## config.mk

```make
export PLATFORM = sky130hd
export DESIGN_NAME = note_priority_stack_flat
export DESIGN_NICKNAME = d
export VERILOG_FILES = /design/src/rtl/core/npq_pkg.sv /design/src/rtl/core/npq_if.sv /design/src/rtl/core/npq_ram.sv /design/src/rtl/core/note_priority_stack.sv /design/src/flat_wrapper.sv
export SDC_FILE = /design/constraint.sdc
export NUM_CORES = 2
export LEC_CHECK = 0
export BUFFER_PORTS_ARGS = -buffer_cell sky130_fd_sc_hd__buf_2
export CAP_MARGIN = 20
export CORE_MARGIN = 4
export CORE_UTILIZATION = 63
export DETAILED_ROUTE_END_ITERATION = 7
export GPL_TIMING_DRIVEN = 0
export MAX_ROUTING_LAYER = met4
export PLACE_DENSITY = 0.78
export SLEW_MARGIN = 30
export SYNTH_ARGS = -nofsm -noshare
export SYNTH_HDL_FRONTEND = slang
export SYNTH_HIERARCHICAL = 1
export SYNTH_SLANG_ARGS = --single-unit
```

## constraint.sdc

```tcl
create_clock -name clk -period 6.4 [get_ports clk]
set_input_delay 0.96 -clock clk [delete_from_list [all_inputs] [get_ports clk]]
set_output_delay 0.96 -clock clk [all_outputs]
set_load 0.005 [all_outputs]
```

## src/rtl/core/npq_pkg.sv

```systemverilog
// Package for the note priority stack: sizes, the empty-note code,
// operation codes and sequencer states. No dependencies.
package npq_pkg;

  localparam int NOTE_COUNT = 128;
  localparam int NOTE_W     = 8;
  localparam int ADDR_W     = 7;

  localparam logic [NOTE_W-1:0] NOTE_NONE = 8'd128;

  typedef enum logic [1:0] {
    OP_PUSH   = 2'd0,
    OP_REMOVE = 2'd1,
    OP_POP    = 2'd2,
    OP_CLEAR  = 2'd3
  } op_t;

  typedef enum logic [3:0] {
    ST_IDLE,
    ST_READ,
    ST_UNLINK,
    ST_UNLINK2,
    ST_PUSH1,
    ST_PUSH2,
    ST_SCAN_START,
    ST_SCAN,
    ST_DONE
  } state_t;

endpackage

```

## src/rtl/core/npq_if.sv

```systemverilog
// Valid/ready channel interfaces for the note priority stack.
// Depends on npq_pkg.
interface npq_in_if import npq_pkg::*; ();
  logic              valid;
  logic              ready;
  logic [1:0]        kind;
  logic [NOTE_W-1:0] note;
  modport source (output valid, kind, note, input ready);
  modport sink   (input valid, kind, note, output ready);
endinterface

interface npq_out_if import npq_pkg::*; ();
  logic              valid;
  logic              ready;
  logic [NOTE_W-1:0] popped_note;
  logic              was_present;
  logic [NOTE_W-1:0] newest_note;
  logic [NOTE_W-1:0] oldest_note;
  logic [NOTE_W-1:0] lowest_note;
  logic [NOTE_W-1:0] highest_note;
  logic              stack_empty;
  modport source (output valid, popped_note, was_present, newest_note, oldest_note,
                  lowest_note, highest_note, stack_empty, input ready);
  modport sink   (input valid, popped_note, was_present, newest_note, oldest_note,
                  lowest_note, highest_note, stack_empty, output ready);
endinterface

interface npq_cfg_if ();
  logic valid;
  logic ready;
  logic data;
  modport source (output valid, data, input ready);
  modport sink   (input valid, data, output ready);
endinterface

```

## src/rtl/core/npq_ram.sv

```systemverilog
// Generic single-write, single-read RAM with registered read data.
// No dependencies.
module npq_ram #(
  parameter int WIDTH = 8,
  parameter int DEPTH = 128
) (
  input  logic                     clk,
  input  logic                     we,
  input  logic [$clog2(DEPTH)-1:0] waddr,
  input  logic [WIDTH-1:0]         wdata,
  input  logic [$clog2(DEPTH)-1:0] raddr,
  output logic [WIDTH-1:0]         rdata
);

  logic [WIDTH-1:0] mem [DEPTH];

  always_ff @(posedge clk) begin
    if (we) begin
      mem[waddr] <= wdata;
    end
    rdata <= mem[raddr];
  end

endmodule

```

## src/rtl/core/note_priority_stack.sv

```systemverilog
// Top level of the note priority stack: sequencer, link RAMs, result register.
// Depends on npq_pkg, npq_if and npq_ram.
//
// Held notes form a doubly linked list in two 128-entry link RAMs, newest on
// top. One transaction runs through a read-modify-write sequencer. A clear,
// an ignored note, a remove of a note not held or a pop of an empty stack
// goes from READ straight to DONE. A remove or a pop passes READ, UNLINK and
// UNLINK2; a push of a new note passes READ, PUSH1 and PUSH2, and a push of a
// held note passes READ, UNLINK, PUSH1 and PUSH2. The next transaction is
// taken once the sequencer is back in idle after the result is loaded. When
// a removal takes away the lowest or highest note, the list is walked at one
// RAM read per remaining note. Writing cfg data 1 runs the same walk; no
// transaction is taken meanwhile. Per-entry valid bits clear both RAMs at
// once on reset and on clear, so there is no clearing pass.
module note_priority_stack import npq_pkg::*; (
  input  logic clk,
  input  logic rst_n,
  npq_in_if.sink    in_ch,
  npq_out_if.source out_ch,
  npq_cfg_if.sink   cfg_ch
);

  state_t state_r, state_nxt;

  op_t               kind_r;
  logic [NOTE_W-1:0] note_r;
  logic [ADDR_W-1:0] tgt_r;
  logic [NOTE_W-1:0] older_r, newer_r, cur_r, popped_r;
  logic              present_r, from_cfg_r, track_r;
  logic [NOTE_W-1:0] top_r, tail_r, min_r, max_r;

  logic [NOTE_COUNT-1:0] n2o_vld_r, o2n_vld_r;
  logic                  n2o_rv_r, o2n_rv_r;

  logic              n2o_we, o2n_we;
  logic [ADDR_W-1:0] n2o_waddr, o2n_waddr, n2o_raddr, o2n_raddr;
  logic [NOTE_W-1:0] n2o_wdata, o2n_wdata, n2o_rdata, o2n_rdata;
  logic [NOTE_W-1:0] n2o_rd, o2n_rd;

  logic in_fire, cfg_fire, out_load, present, held;

  npq_ram #(.WIDTH(NOTE_W), .DEPTH(NOTE_COUNT)) u_n2o_ram (
    .clk(clk), .we(n2o_we), .waddr(n2o_waddr), .wdata(n2o_wdata),
    .raddr(n2o_raddr), .rdata(n2o_rdata)
  );

  npq_ram #(.WIDTH(NOTE_W), .DEPTH(NOTE_COUNT)) u_o2n_ram (
    .clk(clk), .we(o2n_we), .waddr(o2n_waddr), .wdata(o2n_wdata),
    .raddr(o2n_raddr), .rdata(o2n_rdata)
  );

  assign cfg_ch.ready = (state_r == ST_IDLE);
  assign in_ch.ready  = (state_r == ST_IDLE) && !cfg_ch.valid;
  assign cfg_fire     = cfg_ch.valid && cfg_ch.ready;
  assign in_fire      = in_ch.valid && in_ch.ready;
  assign out_load     = (state_r == ST_DONE) && (!out_ch.valid || out_ch.ready);

  assign n2o_rd  = n2o_rv_r ? n2o_rdata : NOTE_NONE;
  assign o2n_rd  = o2n_rv_r ? o2n_rdata : NOTE_NONE;
  assign present = !note_r[7] && ((top_r == note_r) || !o2n_rd[7]);

  always_comb begin
    unique case (kind_r)
      OP_PUSH:   held = present;
      OP_REMOVE: held = present;
      OP_POP:    held = !top_r[7];
      OP_CLEAR:  held = 1'b0;
      default:   held = 1'b0;
    endcase
  end

  // next state
  always_comb begin
    state_nxt = state_r;
    unique case (state_r)
      ST_IDLE: begin
        if (cfg_fire) begin
          state_nxt = cfg_ch.data ? ST_SCAN_START : ST_IDLE;
        end else if (in_fire) begin
          state_nxt = ST_READ;
        end
      end
      ST_READ: begin
        if (held) begin
          state_nxt = ST_UNLINK;
        end else if (kind_r == OP_PUSH && !note_r[7]) begin
          state_nxt = ST_PUSH1;
        end else begin
          state_nxt = ST_DONE;
        end
      end
      ST_UNLINK: state_nxt = (kind_r == OP_PUSH) ? ST_PUSH1 : ST_UNLINK2;
      ST_UNLINK2: begin
        if (track_r && !top_r[7] &&
            ({1'b0, tgt_r} == min_r || {1'b0, tgt_r} == max_r)) begin
          state_nxt = ST_SCAN_START;
        end else begin
          state_nxt = ST_DONE;
        end
      end
      ST_PUSH1: state_nxt = ST_PUSH2;
      ST_PUSH2: state_nxt = ST_DONE;
      ST_SCAN_START: begin
        if (top_r[7]) begin
          state_nxt = from_cfg_r ? ST_IDLE : ST_DONE;
        end else begin
          state_nxt = ST_SCAN;
        end
      end
      ST_SCAN: begin
        if (n2o_rd[7]) begin
          state_nxt = from_cfg_r ? ST_IDLE : ST_DONE;
        end
      end
      ST_DONE: if (out_load) state_nxt = ST_IDLE;
      default: state_nxt = ST_IDLE;
    endcase
  end

  // RAM ports
  always_comb begin
    n2o_we    = 1'b0;
    o2n_we    = 1'b0;
    n2o_waddr = tgt_r;
    o2n_waddr = tgt_r;
    n2o_wdata = NOTE_NONE;
    o2n_wdata = NOTE_NONE;
    n2o_raddr = in_ch.note[ADDR_W-1:0];
    o2n_raddr = in_ch.note[ADDR_W-1:0];
    unique case (state_r)
      ST_IDLE: begin
        if (op_t'(in_ch.kind) == OP_POP) n2o_raddr = top_r[ADDR_W-1:0];
      end
      ST_UNLINK: begin
        if (!older_r[7]) begin
          o2n_we    = 1'b1;
          o2n_waddr = older_r[ADDR_W-1:0];
          o2n_wdata = newer_r;
        end
        if (!newer_r[7]) begin
          n2o_we    = 1'b1;
          n2o_waddr = newer_r[ADDR_W-1:0];
          n2o_wdata = older_r;
        end
      end
      ST_UNLINK2: begin
        n2o_we = 1'b1;
        o2n_we = 1'b1;
      end
      ST_PUSH1: begin
        n2o_we    = 1'b1;
        n2o_wdata = top_r;
        o2n_we    = 1'b1;
      end
      ST_PUSH2: begin
        if (!top_r[7]) begin
          o2n_we    = 1'b1;
          o2n_waddr = top_r[ADDR_W-1:0];
          o2n_wdata = {1'b0, tgt_r};
        end
      end
      ST_SCAN_START: n2o_raddr = top_r[ADDR_W-1:0];
      ST_SCAN:       n2o_raddr = n2o_rd[ADDR_W-1:0];
      default: ;
    endcase
  end

  always_ff @(posedge clk) begin
    if (!rst_n) begin
      state_r    <= ST_IDLE;
      track_r    <= 1'b1;
      top_r      <= NOTE_NONE;
      tail_r     <= NOTE_NONE;
      min_r      <= NOTE_NONE;
      max_r      <= NOTE_NONE;
      n2o_vld_r  <= '0;
      o2n_vld_r  <= '0;
      n2o_rv_r   <= 1'b0;
      o2n_rv_r   <= 1'b0;
      from_cfg_r <= 1'b0;
      out_ch.valid <= 1'b0;
    end else begin
      state_r  <= state_nxt;
      n2o_rv_r <= n2o_vld_r[n2o_raddr];
      o2n_rv_r <= o2n_vld_r[o2n_raddr];
      if (n2o_we) n2o_vld_r[n2o_waddr] <= 1'b1;
      if (o2n_we) o2n_vld_r[o2n_waddr] <= 1'b1;
      if (out_load) begin
        out_ch.valid <= 1'b1;
      end else if (out_ch.ready) begin
        out_ch.valid <= 1'b0;
      end
      unique case (state_r)
        ST_IDLE: begin
          if (cfg_fire) begin
            track_r    <= cfg_ch.data;
            from_cfg_r <= 1'b1;
            min_r      <= NOTE_NONE;
            max_r      <= NOTE_NONE;
          end else if (in_fire) begin
            from_cfg_r <= 1'b0;
          end
        end
        ST_READ: begin
          if (kind_r == OP_CLEAR) begin
            n2o_vld_r <= '0;
            o2n_vld_r <= '0;
            top_r     <= NOTE_NONE;
            tail_r    <= NOTE_NONE;
            min_r     <= NOTE_NONE;
            max_r     <= NOTE_NONE;
          end
        end
        ST_UNLINK: begin
          if (older_r[7]) tail_r <= newer_r;
          if (newer_r[7]) top_r  <= older_r;
        end
        ST_UNLINK2: begin
          if (track_r && top_r[7]) begin
            min_r <= NOTE_NONE;
            max_r <= NOTE_NONE;
          end
        end
        ST_PUSH2: begin
          if (top_r[7]) tail_r <= {1'b0, tgt_r};
          top_r <= {1'b0, tgt_r};
          if (track_r) begin
            if ({1'b0, tgt_r} < min_r) min_r <= {1'b0, tgt_r};
            if (max_r == NOTE_NONE || {1'b0, tgt_r} > max_r) max_r <= {1'b0, tgt_r};
          end
        end
        ST_SCAN_START: begin
          min_r <= NOTE_NONE;
          max_r <= NOTE_NONE;
        end
        ST_SCAN: begin
          if (cur_r < min_r) min_r <= cur_r;
          if (max_r == NOTE_NONE || cur_r > max_r) max_r <= cur_r;
        end
        default: ;
      endcase
    end
  end

  // payload registers
  always_ff @(posedge clk) begin
    if (in_fire) begin
      kind_r <= op_t'(in_ch.kind);
      note_r <= in_ch.note;
    end
    if (state_r == ST_READ) begin
      present_r <= present;
      older_r   <= n2o_rd;
      newer_r   <= (kind_r == OP_POP) ? NOTE_NONE : o2n_rd;
      tgt_r     <= (kind_r == OP_POP) ? top_r[ADDR_W-1:0] : note_r[ADDR_W-1:0];
      popped_r  <= (kind_r == OP_POP) ? top_r : NOTE_NONE;
    end
    if (state_r == ST_SCAN_START) cur_r <= top_r;
    if (state_r == ST_SCAN)       cur_r <= n2o_rd;
    if (out_load) begin
      out_ch.popped_note  <= popped_r;
      out_ch.was_present  <= present_r;
      out_ch.newest_note  <= top_r;
      out_ch.oldest_note  <= tail_r;
      out_ch.lowest_note  <= min_r;
      out_ch.highest_note <= max_r;
      out_ch.stack_empty  <= top_r[7];
    end
  end

  a_top_tail: assert property (@(posedge clk) disable iff (!rst_n)
    state_r == ST_IDLE |-> (top_r[7] == tail_r[7]))
    else $error("top and tail disagree on empty list");

  a_min_max: assert property (@(posedge clk) disable iff (!rst_n)
    (state_r == ST_IDLE && min_r != NOTE_NONE) |-> (min_r <= max_r))
    else $error("lowest note above highest note");

  a_untracked: assert property (@(posedge clk) disable iff (!rst_n)
    (state_r == ST_IDLE && !track_r) |-> (min_r == NOTE_NONE && max_r == NOTE_NONE))
    else $error("extremes held while not tracked");

  a_out_load: assert property (@(posedge clk) disable iff (!rst_n)
    $rose(out_ch.valid) |-> $past(state_r == ST_DONE))
    else $error("result register loaded outside done state");

endmodule

```

## src/flat_wrapper.sv

```systemverilog
// flat-port wrapper written by rule: the top's interface ports become plain ports
module note_priority_stack_flat import npq_pkg::*;
  (clk, rst_n, in_ch_valid, in_ch_kind, in_ch_note, in_ch_ready, out_ch_valid, out_ch_popped_note, out_ch_was_present, out_ch_newest_note, out_ch_oldest_note, out_ch_lowest_note, out_ch_highest_note, out_ch_stack_empty, out_ch_ready, cfg_ch_valid, cfg_ch_data, cfg_ch_ready);
  npq_in_if in_ch_i ();
  npq_out_if out_ch_i ();
  npq_cfg_if cfg_ch_i ();
  input  logic clk;
  input  logic rst_n;
  input wire logic [$bits(in_ch_i.valid)-1:0] in_ch_valid;
  input wire logic [$bits(in_ch_i.kind)-1:0] in_ch_kind;
  input wire logic [$bits(in_ch_i.note)-1:0] in_ch_note;
  output wire logic [$bits(in_ch_i.ready)-1:0] in_ch_ready;
  output wire logic [$bits(out_ch_i.valid)-1:0] out_ch_valid;
  output wire logic [$bits(out_ch_i.popped_note)-1:0] out_ch_popped_note;
  output wire logic [$bits(out_ch_i.was_present)-1:0] out_ch_was_present;
  output wire logic [$bits(out_ch_i.newest_note)-1:0] out_ch_newest_note;
  output wire logic [$bits(out_ch_i.oldest_note)-1:0] out_ch_oldest_note;
  output wire logic [$bits(out_ch_i.lowest_note)-1:0] out_ch_lowest_note;
  output wire logic [$bits(out_ch_i.highest_note)-1:0] out_ch_highest_note;
  output wire logic [$bits(out_ch_i.stack_empty)-1:0] out_ch_stack_empty;
  input wire logic [$bits(out_ch_i.ready)-1:0] out_ch_ready;
  input wire logic [$bits(cfg_ch_i.valid)-1:0] cfg_ch_valid;
  input wire logic [$bits(cfg_ch_i.data)-1:0] cfg_ch_data;
  output wire logic [$bits(cfg_ch_i.ready)-1:0] cfg_ch_ready;
  assign in_ch_i.valid = in_ch_valid;
  assign in_ch_i.kind = in_ch_kind;
  assign in_ch_i.note = in_ch_note;
  assign in_ch_ready = in_ch_i.ready;
  assign out_ch_valid = out_ch_i.valid;
  assign out_ch_popped_note = out_ch_i.popped_note;
  assign out_ch_was_present = out_ch_i.was_present;
  assign out_ch_newest_note = out_ch_i.newest_note;
  assign out_ch_oldest_note = out_ch_i.oldest_note;
  assign out_ch_lowest_note = out_ch_i.lowest_note;
  assign out_ch_highest_note = out_ch_i.highest_note;
  assign out_ch_stack_empty = out_ch_i.stack_empty;
  assign out_ch_i.ready = out_ch_ready;
  assign cfg_ch_i.valid = cfg_ch_valid;
  assign cfg_ch_i.data = cfg_ch_data;
  assign cfg_ch_ready = cfg_ch_i.ready;
  note_priority_stack u_core (.clk(clk), .rst_n(rst_n), .in_ch(in_ch_i), .out_ch(out_ch_i), .cfg_ch(cfg_ch_i));
endmodule
```

* Yosys cells after proc, flatten, opt, wreduce, memory -nomap -nowiden
Memory sizes are Yosys's and may differ from the RTL's. A register that Yosys moved wholly into a read port is not among the register bits. Index checks and enable logic that the tools add are counted.
Storage, ports and cells: register bits after elaboration 389, latch bits 0, memory bits (writable) 2048, bits in read-only memories 0, input port bits 16, output and inout bits 45, memories kept 2
Operators by class: $add $sub $neg 0, $mul 0, div/mod/pow operators 0, magnitude comparators 10, equal/unequal tests 30, shifts and indexed selects 0, muxes and demuxes 73, bitwise logic cells 3, reductions and logical operators 38
Memory list:
- u_core.u_n2o_ram.mem | words 128, bits a word 8, rd ports 1, clocked after Yosys merged registers in 1, wr ports 1, line npq_ram.sv:15 | logic [WIDTH-1:0] mem [DEPTH];
- u_core.u_o2n_ram.mem | words 128, bits a word 8, rd ports 1, clocked after Yosys merged registers in 1, wr ports 1, line npq_ram.sv:15
Operators by type and width (count):
- 2-to-1 mux 128 bit | 6
- OR 128 bit | 2
- 2-to-1 mux 8 bit | 19
- case mux 8 bit (6 select lines) | 2
- case mux 8 bit (3 select lines) | 2
- 2-to-1 mux 7 bit | 6
- 2-to-1 mux 4 bit | 9
- case mux 4 bit (9 select lines) | 1
- less-than comparator 7 x 8 -> 1 bit (second input constant) | 4
- case mux 8 bit (2 select lines) | 2
- inequality test 2 x 1 -> 1 bit (second input constant) | 12
- case mux 7 bit (3 select lines) | 1
- equality test 4 x 3 -> 1 bit (second input constant) | 4
- equality test 7 x 8 -> 1 bit | 2
- 2-to-1 mux 1 bit | 15
- binary-select mux 1 bit (select 7 bit) | 2
- demux 1 bit (select 7 bit) | 2
- >= comparator 7 x 1 -> 1 bit (second input constant) | 2
- case mux 7 bit (2 select lines) | 1
- AND reduction 7 bit | 2
- logical AND 1 bit | 11
- equality test 4 x 2 -> 1 bit (second input constant) | 2
- equality test 8 bit | 1
- equality test 8 bit (second input constant) | 1
- other kinds (25) | 43

* Longest topological paths before layout
depth in word-level cells 10, mapped depth 14, mapped depth without buffers 11

* Cells and area by module
The synthesis kept the hierarchy.
Modules (own cells, without submodules):
- npq_ram | times used 2, cells each 1635, area each 39665.5 um2, sequential area each 30909.6 um2
- note_priority_stack | times used 1, cells each 1738, area each 16503.3 um2, sequential area each 8678.3 um2

* Worst setup path before layout
OpenSTA, ideal clock, no wires.
path type reg-to-reg, start reg u_core.state_r[0], end mem u_core.u_n2o_ram.mem[0][7] (data pin), setup time 891 ps, arrival time 4607 ps, required time 5509 ps, setup slack 901 ps, cell stages (with the launch flop) 5, clock period less this slack 5499 ps, cell sequence dfxtp_1 > clkbuf_1 > buf_1 > nor3_1 > a21oi_1
On the way: word-level cells in the longest chain between the ends 2, elaborated cells between the ends (all ways) 3, those cells by class eq/ne: 2; mux: 1
Ends and longest elaborated chain:
- from (decl) | line note_priority_stack.sv:23 | state_t state_r, state_nxt;
- from (signal assigned) | line note_priority_stack.sv:183 | state_r <= state_nxt;
- equality test 4 x 3 -> 1 bit or equality test 4 x 2 -> 1 bit (tied branches) | line note_priority_stack.sv:130 | unique case (state_r)
- case mux 8 bit (2 select lines) (*) | line note_priority_stack.sv:130
- via u_core.n2o_wdata[7] | line note_priority_stack.sv:37 | logic [NOTE_W-1:0] n2o_wdata, o2n_wdata, n2o_rdata, o2n_rdata;
- to (decl) | line npq_ram.sv:15
Mark *: on every way through the listed nets, which the timed path passes. The rest lies on a longest branch.

* Worst setup path after layout
start reg u_core.state_r[3], end reg u_core.u_n2o_ram.rdata[4], read port of u_core.u_n2o_ram.mem
On the way: word-level cells in the longest chain between the ends 2, elaborated cells between the ends (all ways) 4, those cells by class eq/ne: 2; mux: 1; reduce/logical: 1
Ends and longest elaborated chain:
- equality test 4 x 3 -> 1 bit or zero test 4 bit (tied branches) | line note_priority_stack.sv:130
- case mux 7 bit (3 select lines) (*) | line note_priority_stack.sv:130
- via u_core.n2o_raddr[2] | line note_priority_stack.sv:36 | logic [ADDR_W-1:0] n2o_waddr, o2n_waddr, n2o_raddr, o2n_raddr;
- to (decl) | line npq_ram.sv:12 | output logic [WIDTH-1:0] rdata
Marks and branches as above. A chain may end at the register's enable or synchronous reset.

==> qor.txt <==
Via-to-Cell Ratio: 7.04
Post-synth EDFFs: 2139
Max Buffers Root-to-Sink: 3
Slew Viols, Final: 0
slowest cell delay on critical path: 0.80 ns
GPL Wtd Cong: 0.969
DR pass1 iterations: 8
Yosys reg bits: 2452
largest family of logic cells by synthesized area: multiplexers
Clock Sinks: 2452
final setup violation count: 0
Net Sw Frac: 0.247
Synthesized Nets: 5053
critical path class: flip-flop to flip-flop
Critical Path Start Type: flip-flop
Top FF cell, synth: edfxtp_1
nets: 5388
internal power: 26.3 mW
syn avg cell area: 19.1 um2
P&R area growth vs syn: 11.9%
crit end category: flip-flop
Seq/Total Area, Yosys: 0.736
total CTS buffers: 224
slowest cell on the critical path: a21oi_1
failing checks: DRC
multiplexer share of the synthesized area: 0.173
Crit path required time: 7.09 ns
final setup margin: 0.466 ns
Comb pwr share: 0.116
leading cell type in the layout, fill and taps excluded: edfxtp_1
hold buffer count at CTS: 0
fraction of post-synthesis cell area in the top cell type by area: 0.670
Site Rows: 142
Residual DRC: 7
HP Class: input port to flip-flop
CORE AREA: 0.150 mm2
hold path cells: 1
outcome: finished with violations
most used cell, CP: mux4_2
Synth Warn #: 6
final hold violations: 0
Slew Limit Headroom: 0.311
Mapped Cells: 5008
power per cell area: 326 mW/mm2
hold endpoint: u_core/note_r[7]
overall global routing resource usage: 0.339
clock slew at reported path FFs: 0.06 ns
Synth area leader: edfxtp_1
most frequent cells in the layout: edfxtp_1, mux4_2, nor2_1, a21oi_1, dfxtp_1
RSZ-0062 raised after global routing: false
Clk network pwr share: 0.377
Switch Pwr: 8.64 mW
worst vdd ir: 289 uV
H-tree depth: 4
pin count of the biggest net entering global routing: 73
Initial Util: 0.637
RR Endpoint: u_core/u_n2o_ram/rdata[4]
Post-Syn Area: 0.0958 mm2
Async SR Flop Fraction: 0
clock root buffer: clkbuf_16
postcts setup bufs: 0
Unique masters post-synth: 62
first-pass GRT wire length: 374000 um
Min Hold Slack: 0.322 ns
Post-Place Setup Slack: 0.153 ns
final wirelength: 257000 um
Synth Area in Compound Gates: 0.0312
cts repair resizes: 0
XOR/XNOR share of the synthesized area: 0.000640
Die Wd: 398 um
Simple-Gate Fraction of Synth Area: 0.0417
Layout Utilization: 0.712
Skew-Pair Late Insertion Delay: 0.85 ns
initial antenna violation count: 16
boundary pin count: 61
crit-path max FO: 13
DIE AREA: 0.158 mm2
Final Critical Period: 5.93 ns
final antenna-violating net count: 0
worst clock skew: 0.0780 ns
Detailed Place HPWL: 159000 um
Sequential Power Share: 0.507
worst reg2reg path depth: 11
CTS tree: yes
non-filler cells, final: 7556
worst-path cell chain: and3b_1 -> a21oi_1 -> a221oi_2 -> inv_2 -> buf_4 -> buf_1 -> buf_1 -> mux4_2 -> mux4_2 -> mux4_2 -> mux2_2
critical path arrival: 6.62 ns
routed wire length per instance: 34.0 um
PortBufs: 59
Leakage: 36.2 nW
post-synthesis adder-cell area fraction: 0.00379
cells taking the most area after synthesis: edfxtp_1, mux4_2, dfxtp_1
fraction of final layout cells with drive strength greater than 1: 0.239
Pwr Total: 35.0 mW
via count: 53200
Die Ht: 398 um
hold path startpoint: in_ch_note[7]
vias in the first global route: 52700
Iter 0 DRT Violations: 8682
fmax: 0.169 GHz
Max Cap Viol: 0
reg-to-reg startpoint: u_core/state_r[3]
Worst Tran Pin Value: 1.03 ns
gr ovfl total: 0
reg2reg setup slack: 0.47 ns
Final Cycle Share: 0.927
Post-Place Cells: 7132
==> power groups by stage <==
stage / logic, mW / registers, mW / clock network, mW
after global placement: 3.70 / 18.1 / 0
after global routing: 4.20 / 17.7 / 14.0
final: 4.07 / 17.7 / 13.2
after CTS: 3.94 / 17.7 / 13.3
after detailed placement: 3.87 / 18.1 / 0
after floorplan: 2.44 / 18.0 / 0
==> worst max path at each step <==
stage,from,cells past startpoint,to,slack [ns]
6_report,u_core/state_r[3],11,u_core/u_n2o_ram/rdata[4],0.47
5_1_grt,u_core/state_r[3],11,u_core/u_n2o_ram/rdata[2],0.41
3_5_place_dp,in_ch_kind[0],12,u_core/u_n2o_ram/rdata[6],0.15
3_3_place_gp,u_core/state_r[0],4,u_core/u_n2o_ram/mem[100][7],-3.89
2_1_floorplan,u_core/state_r[0],4,u_core/u_n2o_ram/mem[0][7],0.90
4_1_cts,u_core/state_r[3],11,u_core/u_n2o_ram/rdata[5],0.60
==> synth_stat cells (12+ instances only) <==
master / instances
a21o_1: 25
a21oi_1: 331
a221oi_1: 14
a22o_1: 24
a311oi_1: 14
and2_1: 22
buf_1: 42
buf_2: 45
buf_4: 26
clkbuf_1: 160
dfxtp_1: 313
edfxtp_1: 2139
ha_1: 29
inv_1: 33
mux2_2: 17
mux2i_1: 29
mux4_2: 714
nand2_1: 168
nand2b_1: 20
nand3_1: 37
nand4_1: 12
nor2_1: 594
nor2b_1: 27
nor3_1: 34
==> cells by family after synthesis <==
logic type | after synthesis
compound gates | 496
xor+xnor | 7
fa+ha+maj | 29
buf+inv | 313
flops | 2452
mux | 760
simple gates | 951
==> cell type report <==
type                       instances  area [um2]
sequential                      2452       70500
tap                             2016        2520
clock buffer                     303        6060
fill                            8379       43300
antenna                           18        45.0
buffer                           277        1270
timing repair buffer             109        1270
clock inverter                   102        1110
inverter                          36         135
multi-input combinational       2243       24300
==> critical path: cells and delay by family, from the launching register on <==
family | cells | cell delay (ns)
buf+inv | 4 | 2.02
mux | 4 | 1.94
simple gates | 1 | 0.34
compound gates | 2 | 1.04
flops | 1 | 0.42
==> metrics by stage <==
step | TNS [ns] | instance area (um2)
2_1_floorplan | 0 | 95800
3_3_place_gp | -842.99 | 98700
3_5_place_dp | 0 | 99900
4_1_cts | 0 | 107000
5_1_grt | 0 | 107000
6_report | 0 | 107000
==> layer usage <==
metal	up-vias	global-route usage	share of wire
met5	-	-	0
met1	27100	0.441	0.34
met3	823	0.0839	0.12
met2	4371	0.518	0.48
li1	20900	-	-
met4	0	0.148	0.052
==> flip-flops by register name, indices dropped and copies added (netlist names), 7 cells and up <==
| register | flops |
|---|---|
| u_core/o2n_vld_r | 128 |
| u_core/out_ch.newest_note | 8 |
| u_core/older_r | 8 |
| u_core/out_ch.lowest_note | 8 |
| u_core/u_o2n_ram/rdata | 8 |
| u_core/cur_r | 8 |
| u_core/tgt_r | 7 |
| u_core/u_n2o_ram/rdata | 8 |
| u_core/out_ch.highest_note | 8 |
| u_core/out_ch.oldest_note | 8 |
| u_core/tail_r | 8 |
| u_core/note_r | 8 |
| u_core/min_r | 8 |
| u_core/out_ch.popped_note | 8 |
| u_core/u_n2o_ram/mem | 1024 |
| u_core/n2o_vld_r | 128 |
| u_core/newer_r | 8 |
| u_core/u_o2n_ram/mem | 1024 |
| u_core/max_r | 8 |
| u_core/popped_r | 8 |
| u_core/top_r | 8 |
Note: power is estimated with default switching activity, not from simulation.
